[config.mk]
export PLATFORM = sky130hd
export DESIGN_NAME = udp_notif_segmenting_framer
export DESIGN_NICKNAME = d
export VERILOG_FILES = /design/src/hdl/unf_pkg.sv /design/src/hdl/unf_front.sv /design/src/hdl/unf_cmd_fifo.sv /design/src/hdl/unf_back.sv /design/src/hdl/udp_notif_segmenting_framer.sv
export SDC_FILE = /design/constraint.sdc
export NUM_CORES = 1
export LEC_CHECK = 0
export BUFFER_PORTS_ARGS = -buffer_cell sky130_fd_sc_hd__clkbuf_2
export CAP_MARGIN = 20
export CELL_PAD_IN_SITES_DETAIL_PLACEMENT = 1
export CELL_PAD_IN_SITES_GLOBAL_PLACEMENT = 2
export CORE_ASPECT_RATIO = 0.7
export CORE_MARGIN = 10
export CORE_UTILIZATION = 40
export CTS_BUF_LIST = sky130_fd_sc_hd__clkbuf_8
export DETAILED_ROUTE_END_ITERATION = 6
export PLACE_DENSITY_LB_ADDON = 0.1
export SLEW_MARGIN = 10
export SYNTH_ARGS = -nofsm -noshare
export SYNTH_HDL_FRONTEND = slang
export SYNTH_SLANG_ARGS = --single-unit
[constraint.sdc]
create_clock -name clk -period 8.1 [get_ports clk]
set_input_delay 0.81 -clock clk [delete_from_list [all_inputs] [get_ports clk]]
set_output_delay 0.81 -clock clk [all_outputs]
set_load 0.005 [all_outputs]
[src/hdl/unf_pkg.sv]
// ----------------------------------------------------------------------------
// unf_pkg
// Shared types and constants of the UDP-Notif segmenting framer: header
// sizes, status codes, register indexes and the command passed from the
// front end to the back end.
// ----------------------------------------------------------------------------
package unf_pkg;

  // Width of the message length field.
  localparam int LENGTH_BITS = 24;
  localparam int LEN_EXT_W   = LENGTH_BITS + 1;

  // Header sizes and segmentation limits.
  localparam int HDR_BASE    = 12;
  localparam int HDR_SEG     = 16;
  localparam int DEFAULT_MSS = 1400;
  localparam int SEG_NUM_W   = 15;
  localparam logic [SEG_NUM_W-1:0] SEG_LIMIT = {SEG_NUM_W{1'b1}};
  localparam int SEG_CAP_W   = 16 + SEG_NUM_W;
  localparam int CMP_W       = ((LENGTH_BITS > SEG_CAP_W) ? LENGTH_BITS : SEG_CAP_W) + 1;
  localparam int HDR_IDX_W   = $clog2(HDR_SEG + 1);

  // Header constants.
  localparam logic [7:0] VERSION_BITS = 8'h20;
  localparam logic [7:0] OPT_TYPE_SEG = 8'h01;
  localparam logic [7:0] OPT_LEN_SEG  = 8'h04;
  localparam logic [3:0] MEDIA_JSON   = 4'd1;
  localparam logic [3:0] MEDIA_XML    = 4'd2;

  // Payload encodings.
  localparam logic [1:0] ENC_XML  = 2'd1;
  localparam logic [1:0] ENC_CBOR = 2'd3;

  // Configuration register indexes.
  localparam int CFG_IDX_W  = 2;
  localparam int CFG_DATA_W = 32;
  localparam logic [CFG_IDX_W-1:0] CFG_PUBLISHER = 2'd0;
  localparam logic [CFG_IDX_W-1:0] CFG_MAX_SEG   = 2'd1;
  localparam logic [CFG_IDX_W-1:0] CFG_SEG_EN    = 2'd2;

  // Command queue depth.
  localparam int FIFO_DEPTH = 4;
  localparam int FIFO_AW    = $clog2(FIFO_DEPTH);

  typedef enum logic [2:0] {
    ST_OK        = 3'd0,
    ST_CBOR      = 3'd1,
    ST_TOO_LARGE = 3'd2,
    ST_SEG_SMALL = 3'd3,
    ST_SEG_LIMIT = 3'd4
  } status_e_t;

  typedef enum logic {
    CMD_STATUS = 1'b0,
    CMD_BYTE   = 1'b1
  } cmd_kind_t;

  typedef enum logic [1:0] {
    HDR_NONE  = 2'd0,
    HDR_SHORT = 2'd1,
    HDR_LONG  = 2'd2
  } hdr_kind_t;

  // Settings the front end needs.
  typedef struct packed {
    logic [15:0] max_seg;
    logic        seg_en;
  } cfg_t;

  // One unit of work for the back end: an optional header, then either a
  // payload byte or a status-only result.
  typedef struct packed {
    cmd_kind_t            kind;
    hdr_kind_t            hdr;
    status_e_t            status;
    logic [3:0]           media;
    logic [15:0]          dlen;
    logic [31:0]          msg_id;
    logic [SEG_NUM_W-1:0] seg_num;
    logic                 seg_last;
    logic [7:0]           data;
    logic                 data_last;
  } cmd_t;

  // One result beat.
  typedef struct packed {
    logic [7:0] data;
    logic       first;
    logic       last;
    logic       valid;
    status_e_t  status;
    logic       run_last;
  } res_t;

endpackage

[src/hdl/unf_front.sv]
// ----------------------------------------------------------------------------
// unf_front
// Classifies each accepted payload byte, keeps the message and segment
// bookkeeping and issues one command per byte that yields results.
// ----------------------------------------------------------------------------
module unf_front import unf_pkg::*; (
  input  logic                   clk,
  input  logic                   rst_n,
  input  logic                   accept,
  input  logic [7:0]             payload_byte,
  input  logic                   message_start,
  input  logic [LENGTH_BITS-1:0] payload_length,
  input  logic [1:0]             encoding,
  input  cfg_t                   cfg,
  output logic                   cmd_push,
  output cmd_t                   cmd
);

  logic [31:0]            msg_cnt_r, msg_cnt_nxt;
  logic [31:0]            cur_msg_r, cur_msg_nxt;
  logic [LENGTH_BITS-1:0] rem_r, rem_nxt;
  logic [15:0]            chunk_r, chunk_nxt;
  logic [15:0]            seg_num_r, seg_num_nxt;
  logic                   drop_r, drop_nxt;
  logic [3:0]             media_r, media_nxt;

  logic [15:0] mss;
  logic [15:0] per;
  logic        fits;
  logic        seg_small;
  logic        too_many;

  // Effective segment size and the size checks made at message start.
  always_comb begin
    mss       = (cfg.max_seg == 16'd0) ? 16'(DEFAULT_MSS) : cfg.max_seg;
    per       = mss - 16'(HDR_SEG);
    seg_small = (mss <= 16'(HDR_SEG));
    fits      = (({1'b0, payload_length} + LEN_EXT_W'(HDR_BASE)) <= LEN_EXT_W'(mss));
    too_many  = (CMP_W'(payload_length) > CMP_W'({per, {SEG_NUM_W{1'b0}}}));
  end

  // Per-byte decision.
  always_comb begin
    logic [LENGTH_BITS-1:0] rem_v;
    logic [15:0]            chunk_v;
    logic                   do_byte;
    logic                   seg_go;
    logic [15:0]            seg_v;
    logic                   last_v;

    msg_cnt_nxt = msg_cnt_r;
    cur_msg_nxt = cur_msg_r;
    rem_nxt     = rem_r;
    chunk_nxt   = chunk_r;
    seg_num_nxt = seg_num_r;
    drop_nxt    = drop_r;
    media_nxt   = media_r;
    rem_v       = rem_r;
    chunk_v     = chunk_r;
    do_byte     = 1'b0;
    seg_go      = 1'b0;
    seg_v       = seg_num_r;
    last_v      = 1'b0;
    cmd_push    = 1'b0;
    cmd         = '0;
    cmd.kind    = CMD_STATUS;
    cmd.hdr     = HDR_NONE;
    cmd.status  = ST_OK;

    if (accept) begin
      if (message_start) begin
        if (payload_length != '0) begin
          if (encoding == ENC_CBOR) begin
            cmd_push   = 1'b1;
            cmd.status = ST_CBOR;
          end else begin
            media_nxt   = (encoding == ENC_XML) ? MEDIA_XML : MEDIA_JSON;
            cur_msg_nxt = msg_cnt_r;
            msg_cnt_nxt = msg_cnt_r + 32'd1;
            rem_v       = payload_length;
            drop_nxt    = 1'b0;
            if (fits) begin
              chunk_v  = payload_length[15:0];
              do_byte  = 1'b1;
              cmd.hdr  = HDR_SHORT;
              cmd.dlen = 16'(HDR_BASE) + payload_length[15:0];
            end else if (!cfg.seg_en) begin
              cmd_push   = 1'b1;
              cmd.status = ST_TOO_LARGE;
            end else if (seg_small) begin
              cmd_push   = 1'b1;
              cmd.status = ST_SEG_SMALL;
            end else if (too_many) begin
              cmd_push   = 1'b1;
              cmd.status = ST_SEG_LIMIT;
            end else begin
              seg_go = 1'b1;
              seg_v  = 16'd0;
            end
          end
          // A rejected message swallows the rest of its bytes.
          if (cmd_push) begin
            rem_nxt   = payload_length - 1'b1;
            drop_nxt  = (payload_length != LENGTH_BITS'(1));
            chunk_nxt = '0;
          end
        end
      end else if (rem_r != '0) begin
        if (drop_r) begin
          rem_nxt  = rem_r - 1'b1;
          drop_nxt = (rem_r != LENGTH_BITS'(1));
        end else if (chunk_r == 16'd0) begin
          // Next segment: the settings may have changed since the last one.
          if (seg_small) begin
            cmd_push   = 1'b1;
            cmd.status = ST_SEG_SMALL;
          end else if (seg_num_r[15]) begin
            cmd_push   = 1'b1;
            cmd.status = ST_SEG_LIMIT;
          end else begin
            seg_go = 1'b1;
          end
          if (cmd_push) begin
            rem_nxt   = rem_r - 1'b1;
            drop_nxt  = (rem_r != LENGTH_BITS'(1));
            chunk_nxt = '0;
          end
        end else begin
          do_byte = 1'b1;
        end
      end
    end

    // Segment header: this segment carries what is left, up to one chunk.
    if (seg_go) begin
      last_v       = (rem_v <= LENGTH_BITS'(per));
      chunk_v      = last_v ? rem_v[15:0] : per;
      seg_num_nxt  = seg_v + 16'd1;
      cmd.hdr      = HDR_LONG;
      cmd.dlen     = 16'(HDR_SEG) + chunk_v;
      cmd.seg_num  = seg_v[SEG_NUM_W-1:0];
      cmd.seg_last = last_v;
      do_byte      = 1'b1;
    end

    // Payload byte.
    if (do_byte) begin
      chunk_v       = chunk_v - 16'd1;
      rem_v         = rem_v - 1'b1;
      cmd_push      = 1'b1;
      cmd.kind      = CMD_BYTE;
      cmd.media     = media_nxt;
      cmd.msg_id    = cur_msg_nxt;
      cmd.data      = payload_byte;
      cmd.data_last = (chunk_v == 16'd0);
      rem_nxt       = rem_v;
      chunk_nxt     = (rem_v == '0) ? 16'd0 : chunk_v;
    end
  end

  always_ff @(posedge clk) begin
    if (!rst_n) begin
      msg_cnt_r <= 32'd1;
      cur_msg_r <= '0;
      rem_r     <= '0;
      chunk_r   <= '0;
      seg_num_r <= '0;
      drop_r    <= 1'b0;
      media_r   <= '0;
    end else begin
      msg_cnt_r <= msg_cnt_nxt;
      cur_msg_r <= cur_msg_nxt;
      rem_r     <= rem_nxt;
      chunk_r   <= chunk_nxt;
      seg_num_r <= seg_num_nxt;
      drop_r    <= drop_nxt;
      media_r   <= media_nxt;
    end
  end

  // A message being swallowed always has bytes left.
  a_drop_has_bytes: assert property (@(posedge clk) disable iff (!rst_n)
    drop_r |-> (rem_r != '0))
    else $error("dropping with no bytes remaining");

  // The current chunk never runs past the end of the message.
  a_chunk_in_msg: assert property (@(posedge clk) disable iff (!rst_n)
    (LENGTH_BITS'(chunk_r) <= rem_r))
    else $error("chunk longer than the rest of the message");

endmodule

[src/hdl/unf_cmd_fifo.sv]
// ----------------------------------------------------------------------------
// unf_cmd_fifo
// Short command queue between the front end and the back end.
// ----------------------------------------------------------------------------
module unf_cmd_fifo import unf_pkg::*; (
  input  logic clk,
  input  logic rst_n,
  input  logic push,
  input  cmd_t wdata,
  output logic full,
  input  logic pop,
  output cmd_t rdata,
  output logic empty
);

  cmd_t               mem_r [FIFO_DEPTH];
  logic [FIFO_AW-1:0] wr_ptr_r;
  logic [FIFO_AW-1:0] rd_ptr_r;
  logic [FIFO_AW:0]   cnt_r;

  assign full  = (cnt_r == (FIFO_AW+1)'(FIFO_DEPTH));
  assign empty = (cnt_r == '0);
  assign rdata = mem_r[rd_ptr_r];

  // Storage; payload needs no reset.
  always_ff @(posedge clk) begin
    if (push && !full) begin
      mem_r[wr_ptr_r] <= wdata;
    end
  end

  // Pointers and fill count.
  always_ff @(posedge clk) begin
    if (!rst_n) begin
      wr_ptr_r <= '0;
      rd_ptr_r <= '0;
      cnt_r    <= '0;
    end else begin
      if (push && !full) begin
        wr_ptr_r <= wr_ptr_r + 1'b1;
      end
      if (pop && !empty) begin
        rd_ptr_r <= rd_ptr_r + 1'b1;
      end
      cnt_r <= cnt_r + (FIFO_AW+1)'(push && !full) - (FIFO_AW+1)'(pop && !empty);
    end
  end

  a_cnt_bound: assert property (@(posedge clk) disable iff (!rst_n)
    cnt_r <= (FIFO_AW+1)'(FIFO_DEPTH))
    else $error("command queue count out of range");

  a_no_pop_empty: assert property (@(posedge clk) disable iff (!rst_n)
    pop |-> !empty)
    else $error("back end popped an empty command queue");

endmodule

[src/hdl/unf_back.sv]
// ----------------------------------------------------------------------------
// unf_back
// Expands each command into header beats and a payload or status beat and
// holds the oldest beat in the output register.
// ----------------------------------------------------------------------------
module unf_back import unf_pkg::*; (
  input  logic        clk,
  input  logic        rst_n,
  input  cmd_t        cmd,
  input  logic        cmd_empty,
  output logic        cmd_pop,
  input  logic [31:0] pub_id,
  output res_t        res,
  output logic        res_empty,
  input  logic        res_pop
);

  logic [HDR_IDX_W-1:0] idx_r, idx_nxt;
  res_t                 out_r, out_nxt;
  logic                 out_valid_r, out_valid_nxt;

  logic [HDR_IDX_W-1:0] hlen;
  logic                 advance;
  logic                 final_beat;
  logic [15:0]          seg_word;
  logic [7:0]           hdr_byte;

  assign res       = out_r;
  assign res_empty = !out_valid_r;
  assign advance   = !out_valid_r || res_pop;
  assign seg_word  = {cmd.seg_num, cmd.seg_last};

  always_comb begin
    unique case (cmd.hdr)
      HDR_SHORT: hlen = HDR_IDX_W'(HDR_BASE);
      HDR_LONG:  hlen = HDR_IDX_W'(HDR_SEG);
      default:   hlen = '0;
    endcase
  end

  assign final_beat = (cmd.kind == CMD_STATUS) || (idx_r == hlen);

  // Header byte at the current position.
  always_comb begin
    unique case (idx_r)
      5'd0:    hdr_byte = VERSION_BITS | {4'd0, cmd.media};
      5'd1:    hdr_byte = 8'(hlen);
      5'd2:    hdr_byte = cmd.dlen[15:8];
      5'd3:    hdr_byte = cmd.dlen[7:0];
      5'd4:    hdr_byte = pub_id[31:24];
      5'd5:    hdr_byte = pub_id[23:16];
      5'd6:    hdr_byte = pub_id[15:8];
      5'd7:    hdr_byte = pub_id[7:0];
      5'd8:    hdr_byte = cmd.msg_id[31:24];
      5'd9:    hdr_byte = cmd.msg_id[23:16];
      5'd10:   hdr_byte = cmd.msg_id[15:8];
      5'd11:   hdr_byte = cmd.msg_id[7:0];
      5'd12:   hdr_byte = OPT_TYPE_SEG;
      5'd13:   hdr_byte = OPT_LEN_SEG;
      5'd14:   hdr_byte = seg_word[15:8];
      5'd15:   hdr_byte = seg_word[7:0];
      default: hdr_byte = 8'd0;
    endcase
  end

  // Beat sequencing.
  always_comb begin
    idx_nxt       = idx_r;
    out_nxt       = out_r;
    out_valid_nxt = out_valid_r;
    cmd_pop       = 1'b0;
    if (advance) begin
      out_valid_nxt = !cmd_empty;
      if (!cmd_empty) begin
        out_nxt = '0;
        out_nxt.status = ST_OK;
        if (cmd.kind == CMD_STATUS) begin
          out_nxt.status   = cmd.status;
          out_nxt.run_last = 1'b1;
        end else if (final_beat) begin
          out_nxt.data     = cmd.data;
          out_nxt.last     = cmd.data_last;
          out_nxt.valid    = 1'b1;
          out_nxt.run_last = 1'b1;
        end else begin
          out_nxt.data  = hdr_byte;
          out_nxt.first = (idx_r == '0);
          out_nxt.valid = 1'b1;
        end
        if (final_beat) begin
          cmd_pop = 1'b1;
          idx_nxt = '0;
        end else begin
          idx_nxt = idx_r + 1'b1;
        end
      end
    end
  end

  always_ff @(posedge clk) begin
    if (!rst_n) begin
      idx_r       <= '0;
      out_valid_r <= 1'b0;
    end else begin
      idx_r       <= idx_nxt;
      out_valid_r <= out_valid_nxt;
    end
  end

  always_ff @(posedge clk) begin
    out_r <= out_nxt;
  end

  // A status-only beat always carries an error code and ends its run.
  a_status_beat: assert property (@(posedge clk) disable iff (!rst_n)
    (out_valid_r && !out_r.valid) |-> (out_r.status != ST_OK && out_r.run_last))
    else $error("status beat without error code");

endmodule

[src/hdl/udp_notif_segmenting_framer.sv]
// ----------------------------------------------------------------------------
// udp_notif_segmenting_framer
// Frames encoded notification payload bytes into UDP-Notif datagrams.
// ----------------------------------------------------------------------------
// Usage:
//   Input channel: one payload byte per beat; in_message_start marks the
//   first byte of a message and carries its length and encoding. A beat is
//   taken when in_push is high and in_full is low.
//   Result channel: out_* holds the oldest result while out_empty is low;
//   out_pop takes it. Results are header beats, payload beats or a single
//   status-only beat for a rejected message.
//   Configuration: cfg_we writes cfg_wdata into register cfg_index
//   (0 publisher id, 1 max segment size, 2 segmentation enable).
//   Path: a taken payload byte is written into the command queue, then
//   into the output register. A byte that opens a datagram first yields
//   12 header beats (16 for a segment) before its own payload beat.
//   Throughput: one result beat per cycle while the receiver pops, set by
//   the back-end sequencer; a four-entry command queue lets the input run
//   on during header beats and raises in_full once it fills.
//   Reset: control registers clear to zero, the message id counter starts at one.
//   When the receiver stalls, the output register holds its beat, the queue
//   fills and in_full back-pressures the sender.
// ----------------------------------------------------------------------------
module udp_notif_segmenting_framer import unf_pkg::*; (
  input  logic                   clk,
  input  logic                   rst_n,
  input  logic                   in_push,
  output logic                   in_full,
  input  logic [7:0]             in_payload_byte,
  input  logic                   in_message_start,
  input  logic [LENGTH_BITS-1:0] in_payload_length,
  input  logic [1:0]             in_encoding,
  output logic                   out_empty,
  input  logic                   out_pop,
  output logic [7:0]             out_byte,
  output logic                   out_datagram_first,
  output logic                   out_datagram_last,
  output logic                   out_byte_valid,
  output logic [2:0]             out_status,
  output logic                   out_run_last,
  input  logic                   cfg_we,
  input  logic [CFG_IDX_W-1:0]   cfg_index,
  input  logic [CFG_DATA_W-1:0]  cfg_wdata
);

  logic [31:0] publisher_r;
  logic [15:0] max_seg_r;
  logic        seg_en_r;

  cfg_t cfg;
  logic accept;
  logic cmd_push;
  cmd_t cmd_in;
  logic q_full;
  logic q_pop;
  cmd_t q_head;
  logic q_empty;
  res_t res;

  // Configuration registers.
  always_ff @(posedge clk) begin
    if (!rst_n) begin
      publisher_r <= '0;
      max_seg_r   <= '0;
      seg_en_r    <= 1'b0;
    end else if (cfg_we) begin
      unique case (cfg_index)
        CFG_PUBLISHER: publisher_r <= cfg_wdata[31:0];
        CFG_MAX_SEG:   max_seg_r   <= cfg_wdata[15:0];
        CFG_SEG_EN:    seg_en_r    <= cfg_wdata[0];
        default:       ;
      endcase
    end
  end

  assign cfg.max_seg = max_seg_r;
  assign cfg.seg_en  = seg_en_r;
  assign in_full     = q_full;
  assign accept      = in_push && !q_full;

  unf_front u_front (
    .clk            (clk),
    .rst_n          (rst_n),
    .accept         (accept),
    .payload_byte   (in_payload_byte),
    .message_start  (in_message_start),
    .payload_length (in_payload_length),
    .encoding       (in_encoding),
    .cfg            (cfg),
    .cmd_push       (cmd_push),
    .cmd            (cmd_in)
  );

  unf_cmd_fifo u_fifo (
    .clk   (clk),
    .rst_n (rst_n),
    .push  (cmd_push),
    .wdata (cmd_in),
    .full  (q_full),
    .pop   (q_pop),
    .rdata (q_head),
    .empty (q_empty)
  );

  unf_back u_back (
    .clk       (clk),
    .rst_n     (rst_n),
    .cmd       (q_head),
    .cmd_empty (q_empty),
    .cmd_pop   (q_pop),
    .pub_id    (publisher_r),
    .res       (res),
    .res_empty (out_empty),
    .res_pop   (out_pop)
  );

  assign out_byte           = res.data;
  assign out_datagram_first = res.first;
  assign out_datagram_last  = res.last;
  assign out_byte_valid     = res.valid;
  assign out_status         = res.status;
  assign out_run_last       = res.run_last;

endmodule

==> results of run 1 <==
==> path summary, 6_finish.rpt <==
kind                              from                 end  slack [ns]  cells after the start
setup / recovery  in_payload_length[5]  u_fifo.mem_r[1][0]        0.84                     23
hold / removal           cfg_wdata[31]     publisher_r[31]        0.32                      3
setup reg to reg          max_seg_r[0]  u_fifo.mem_r[1][0]        0.97                     23
hold reg to reg        publisher_r[20]     publisher_r[20]        0.46                      2
==> metal layers <==
| metal | share of wire [%] | vias up |
|---|---|---|
| met1 | 51 | 10150 |
| met3 | 8.1 | 99 |
| li1 | - | 8936 |
| met2 | 40 | 617 |
| met5 | 0 | - |
| met4 | 1.4 | 0 |
==> cell type report <==
type | instances | area, um^2
diodes | 2 | 5.005
clock buffers | 91 | 1252
clock inverters | 67 | 325.3
fillers | 7069 | 35580
inverters | 69 | 264.0
multi-input cells | 1622 | 11420
flip-flops and latches | 536 | 14210
well taps | 880 | 1101
repair buffers | 146 | 930.9
==> cell families after synthesis <==
logic type | Yosys count
AND/OR/NAND/NOR | 854
flip-flops | 536
AO/OA/AOI/OAI | 416
buffers and inverters | 198
multiplexers | 157
XOR/XNOR | 128
adder cells (fa/ha/maj) | 67
==> worst reg2reg max path: stages (launching register included) <==
cell	delay, ns
dfxtp_1	0.30
buf_4	0.18
nor4_1	0.66
nand2_1	0.19
nor2_1	0.15
buf_4	0.22
nor2_1	0.15
ha_1	0.36
nand4_1	0.12
nor4_1	0.42
a41o_1	0.22
a311oi_1	0.07
a211oi_1	0.75
nand3_1	0.42
nand2_2	0.40
o22ai_1	0.17
a21oi_1	0.27
ha_1	0.28
o311a_1	0.34
nand3_1	0.26
nor2_1	0.20
xor2_1	0.11
nor4_1	0.39
o2111a_1	0.31
==> stage by stage <==
| step | cells | utilization (%) |
|---|---|---|
| 2_1_floorplan | 2356 | - |
| 3_3_place_gp | 3251 | 42.88 |
| 3_5_place_dp | 3252 | 42.89 |
| 4_1_cts | 3410 | 45.32 |
| 5_1_grt | 3412 | 45.33 |
| 6_report | 3413 | 45.34 |
==> report_power, final <==
part           internal (mW)  switching [mW]
registers               3.29           0.229
clock network           1.08            1.11
logic                   1.24            2.20
==> cell usage in the layout, fill, tap and decap left out, types with 10 or more instances in the layout <==
| master | instances |
|---|---|
| clkbuf_2 | 90 |
| mux4_2 | 78 |
| buf_4 | 49 |
| ha_1 | 66 |
| a31oi_1 | 10 |
| mux2_2 | 18 |
| xnor2_1 | 70 |
| xor2_1 | 58 |
| a221oi_1 | 10 |
| mux2i_1 | 59 |
| nand3_1 | 57 |
| nand4_1 | 33 |
| inv_1 | 106 |
| a21o_1 | 11 |
| and2_1 | 38 |
| clkinv_1 | 15 |
| or3_1 | 27 |
| clkbuf_8 | 91 |
| dfxtp_1 | 187 |
| a21oi_1 | 131 |
| o211ai_1 | 12 |
| nor3_1 | 63 |
| edfxtp_1 | 347 |
| o21ai_0 | 69 |
| nor4_1 | 23 |
| a22oi_1 | 42 |
| nand2b_1 | 10 |
| nand2_1 | 244 |
| and3_1 | 30 |
| a211oi_1 | 31 |
| nor2_1 | 267 |
==> flip-flops by register name, summed over array words and instances (netlist names), 2 cells and up, named ones only <==
| register | cells |
|---|---|
| u_fifo.mem_r | 332 |
| publisher_r | 32 |
| u_front.cur_msg_r | 32 |
| u_front.msg_cnt_r | 32 |
| u_front.rem_r | 24 |
| max_seg_r | 16 |
| u_front.chunk_r | 16 |
| u_front.seg_num_r | 16 |
| u_back.res | 15 |
| u_back.idx_r | 5 |
| u_front.media_r | 4 |
| u_fifo.cnt_r | 3 |
| u_fifo.rd_ptr_r | 2 |
| u_fifo.wr_ptr_r | 2 |
==> synthesized netlist by cell type (all sizes together), types with 61 or more instances <==
cell type and instances:
a21oi 132, clkbuf 84, dfxtp 189, edfxtp 347, ha 66, inv 69
mux2i 61, mux4 78, nand2 246, nor2 270, nor3 65, o21ai 73
xnor2 70
==> impl_metrics.ini, run 1 <==
[outcome]
status = finished clean

[clocking]
clk_path_buf_depth = 3
clkTransAtPathRegs_ns = 0.06
hold_buffers = 0
ctsResizeCount = 0
cts-root-buf = clkbuf_8
cts_max_level = 3
cts_made_buffers = 86
cts_tree = yes
cts_sinks = 536
cts_setup_buffers = 0
clk-insertion-delay-late_ns = 0.72

[synth]
syn_avg_cell_area_um2 = 11.20
synth_area_um2 = 26390
synth_top_family_by_area = simple AND/OR/NAND/NOR gates
synthSimpleGateAreaFrac_pct = 15.16
synth_mux_area_share_pct = 9.832
synth-compound-area-share_pct = 10.61
synth_xor_area_share_pct = 4.247
ys_ff_latch = 536
synthFlopType = edfxtp_1
synth_top_area_share_pct = 39.48
synth_fa_ha_area_share_pct = 3.205
yosys_warnings = 0
synth_edf_count = 347
syn_nets = 2497
synth_area_leaders = edfxtp_1 39%, dfxtp_1 14%, mux4_2 6.7%
seq_area_frac_synth_pct = 53.81
yosysTopAreaCell = edfxtp_1
async_flop_share_pct = 0
synth_cells = 2356
ys_types = 87

[drt]
viasPerCell = 5.801
drtIter0Drc = 1944
dr.pass1.iters = 5
post-route-drc-count = 0
wire_per_inst_um = 27.31
ant_nets = 0
vias = 19800
routed_wirelength_mm = 93.22

[placed_design]
place_ws_ns = 0.3612
dp.final_hpwl_mm = 68.82
placed_area_um2 = 27920
gp_congestion = 0.9444
port_buffers = 90

[sta]
setup_slack_ns = 0.8407
rsz0062_at_grt = false
report.final.hold_viol_count = 0
maxSlewHeadroom_pct = 23.34
setup_viol = 0
skew_ns = 0.05138
clock.fmax_ghz = 0.1378
period_needed_ns = 7.259
tightestPinTransition_ns = 1.138
report.final.slew_viol_count = 0
timing.hold.ws_ns = 0.3219
timing.final.crit_share_pct = 89.62
setup_tns_ns = 0

[floorplan]
die_w_um = 327.0
fp.coreArea_um2 = 65090
start_util_pct = 40.55
die_y_um = 234.9
row_count = 78
die_area_um2 = 76820
ios = 91

[power_and_ir_drop]
ir_drop_uv = 126.5
power_density_nw_per_um2 = 309.9
total_power_mw = 9.145
power.leakage_nw = 10.70

[global_route]
first_global_vias = 19940
grt_overflow_total = 0
antenna_found_initial = 3
grt_max_degree = 87
grt_util_met3_pct = 7.008
grt_use_met2_pct = 31.70
grt_first_pass_wirelength_mm = 137.2
grtUsageTotal_pct = 23.71
top_usage_layer = met1
met1_usage_pct = 37.18

[setup_path]
cp_cell_sequence = clkbuf_2 -> nor4_1 -> and2_1 -> a31o_1 -> nor2_4 -> buf_4 -> mux2i_1 -> inv_1 -> ha_1 -> a21oi_1 -> o21ai_0 -> a221o_1 -> a211o_1 -> a221oi_4 -> buf_4 -> mux2_2 -> nand3_1 -> o311a_1 -> nand3_1 -> nor2_1 -> xor2_1 -> nor4_1 -> o2111a_1
crit_family = compound AO/OA/AOI/OAI gates
worstPathRequired_ns = 8.63
max_stage_delay_ns = 0.79
arrival_ns = 7.79
crit_fanout = 26
critPathBufInv = 4
crit_type = in2reg
worstSetupStartpointType = input pin
setup.worst_path.end_class = flip-flop
crit_slowest_cell = nor4_1

[worst_hold_path]
min_path_type = in2reg

[cells_and_area]
final_layout_size_suffix_gt1_share_pct = 15.37
design_area_um2 = 29510
syn2layout_area_growth_pct = 11.81
final_net_count = 2602

[job]
cap_violations = 0
No activity file was read; power rests on OpenSTA's default activity.
==> run 2: changes to the inputs <==
CORE_UTILIZATION = 44   (was 40)
==> run 2 against run 1 <==
  * Sequential share of layout area barely moved
  * Worst setup slack better by 0.24 ns
  * Flip-flop and latch count stayed put
  * Worst hold slack better by 0.0035 ns
  * Sequential power is essentially flat
  * Final area about the same
  * Largest power group unchanged
  * Non-clock buffer count rose by 18
  * First-iteration DRC count up 17%
==> impl_metrics.ini, run 2 (synthesis results as in run 1) <==
[outcome]
status = finished clean

[global_route]
grt_max_degree = 98
grtUsageTotal_pct = 26.51
grt_overflow_total = 0
antenna_found_initial = 3
first_global_vias = 20200
grt_first_pass_wirelength_mm = 139.3

[clocking]
cts-root-buf = clkbuf_8
cts_made_buffers = 83
clk-insertion-delay-late_ns = 0.70
cts_tree = yes
ctsResizeCount = 0
clk_path_buf_depth = 3
cts_max_level = 3
cts_setup_buffers = 0
cts_sinks = 536
clkTransAtPathRegs_ns = 0.07
hold_buffers = 0

[cells_and_area]
final_net_count = 2617
layout_commonest_cell = edfxtp_1
layout_common_cells = 347 x edfxtp_1, 267 x nor2_1, 244 x nand2_1, 187 x dfxtp_1, 131 x a21oi_1
syn2layout_area_growth_pct = 11.87
largest_reg_flops = 332
design_area_um2 = 29530
finalCoreUtilization_pct = 49.47
largest_register = u_fifo.mem_r
diodes = 0
final_layout_size_suffix_gt1_share_pct = 16.18

[power_and_ir_drop]
ir_drop_uv = 218.3
power_density_nw_per_um2 = 311.9
power.leakage_nw = 10.78

[floorplan]
start_util_pct = 44.22
die_w_um = 312.7
fp.coreArea_um2 = 59680
die_y_um = 224.9
row_count = 75
ios = 91
die_area_um2 = 70340

[setup_path]
crit_type = in2reg
worstSetupStartpointType = input pin
worstPathRequired_ns = 8.63
setup.worst_path.end_class = flip-flop
crit_fanout = 16
arrival_ns = 7.54

[sta]
report.final.hold_viol_count = 0
tightestPinTransition_ns = 1.047
period_needed_ns = 7.016
setup_tns_ns = 0
rsz0062_at_grt = false
timing.final.crit_share_pct = 86.62
report.final.slew_viol_count = 0
setup_viol = 0
maxSlewHeadroom_pct = 30.06
skew_ns = 0.03871
clock.fmax_ghz = 0.1425

[drt]
ant_nets = 0
drtIter0Drc = 2274
vias = 20130
wire_per_inst_um = 28.24
routed_wirelength_mm = 94.73
viasPerCell = 6.003
post-route-drc-count = 0
dr.pass1.iters = 5

[placed_design]
dp.final_hpwl_mm = 70.20
placed_area_um2 = 27950
gp_congestion = 0.9356
port_buffers = 90

[worst_hold_path]
min_path_type = in2reg

[job]
cap_violations = 0
==> run 2: critical path: stages <==
cell	delay, ns
clkbuf_2	0.18
or4_1	0.76
nor4_4	0.40
a31o_1	0.37
nor2_4	0.16
mux2i_1	0.29
inv_1	0.07
ha_1	0.29
a2111oi_0	0.43
o21ai_0	0.20
a221o_1	0.32
a211o_1	0.30
a221oi_4	0.46
buf_4	0.33
o21ai_0	0.14
o22ai_1	0.30
a21oi_1	0.14
ha_1	0.26
o311a_1	0.22
nand3_1	0.24
nor2_1	0.08
xor2_1	0.16
nor4_1	0.29
o2111a_1	0.29
==> run 2: metal layers <==
metal | global-route usage, % | wire, um | vias to the layer above
li1 | - | - | 8957
met1 | 42.18 | 46700 | 10320
met2 | 35.90 | 38150 | 763
met3 | 5.836 | 8422 | 90
met4 | 5.184 | 1453 | 0
met5 | 0 | 0 | -
==> run 2: cell type report <==
cell class	count	area (um^2)
fillers	6468	30160
flip-flops and latches	536	14210
multi-input cells	1622	11420
clock buffers	92	1266
repair buffers	164	1056
well taps	808	1011
clock inverters	63	299.0
inverters	69	261.5
==> run 2: final timing paths <==
path | from | endpoint | cells past startpoint | slack, ns
hold / removal | cfg_wdata[26] | publisher_r[26] | 3 | 0.33
setup / recovery | in_payload_length[19] | u_fifo.mem_r[2][0] | 24 | 1.08
hold reg to reg | publisher_r[23] | publisher_r[23] | 2 | 0.46
setup reg to reg | max_seg_r[0] | u_fifo.mem_r[2][0] | 21 | 1.40
==> run 2: where the power goes <==
group	switching, mW	total (mW)	internal (mW)
sequential	0.245	3.53	3.29
combinational	2.26	3.52	1.26
clock	1.10	2.16	1.06
total	3.60	9.21	5.61
==> run 2: through the flow <==
stage | hold slack, ns | cells | setup WS [ns] | power, mW
3_5_place_dp | 0.4511 | 3198 | 0.5919 | 7.028
5_1_grt | 0.2936 | 3354 | 0.7272 | 9.678
4_1_cts | 0.2622 | 3353 | 1.286 | 9.204
2_1_floorplan | 0.4357 | 2356 | 0.8143 | 5.755
6_report | 0.3254 | 3354 | 1.084 | 9.208
3_3_place_gp | 0.4442 | 3198 | 0.7542 | 6.980
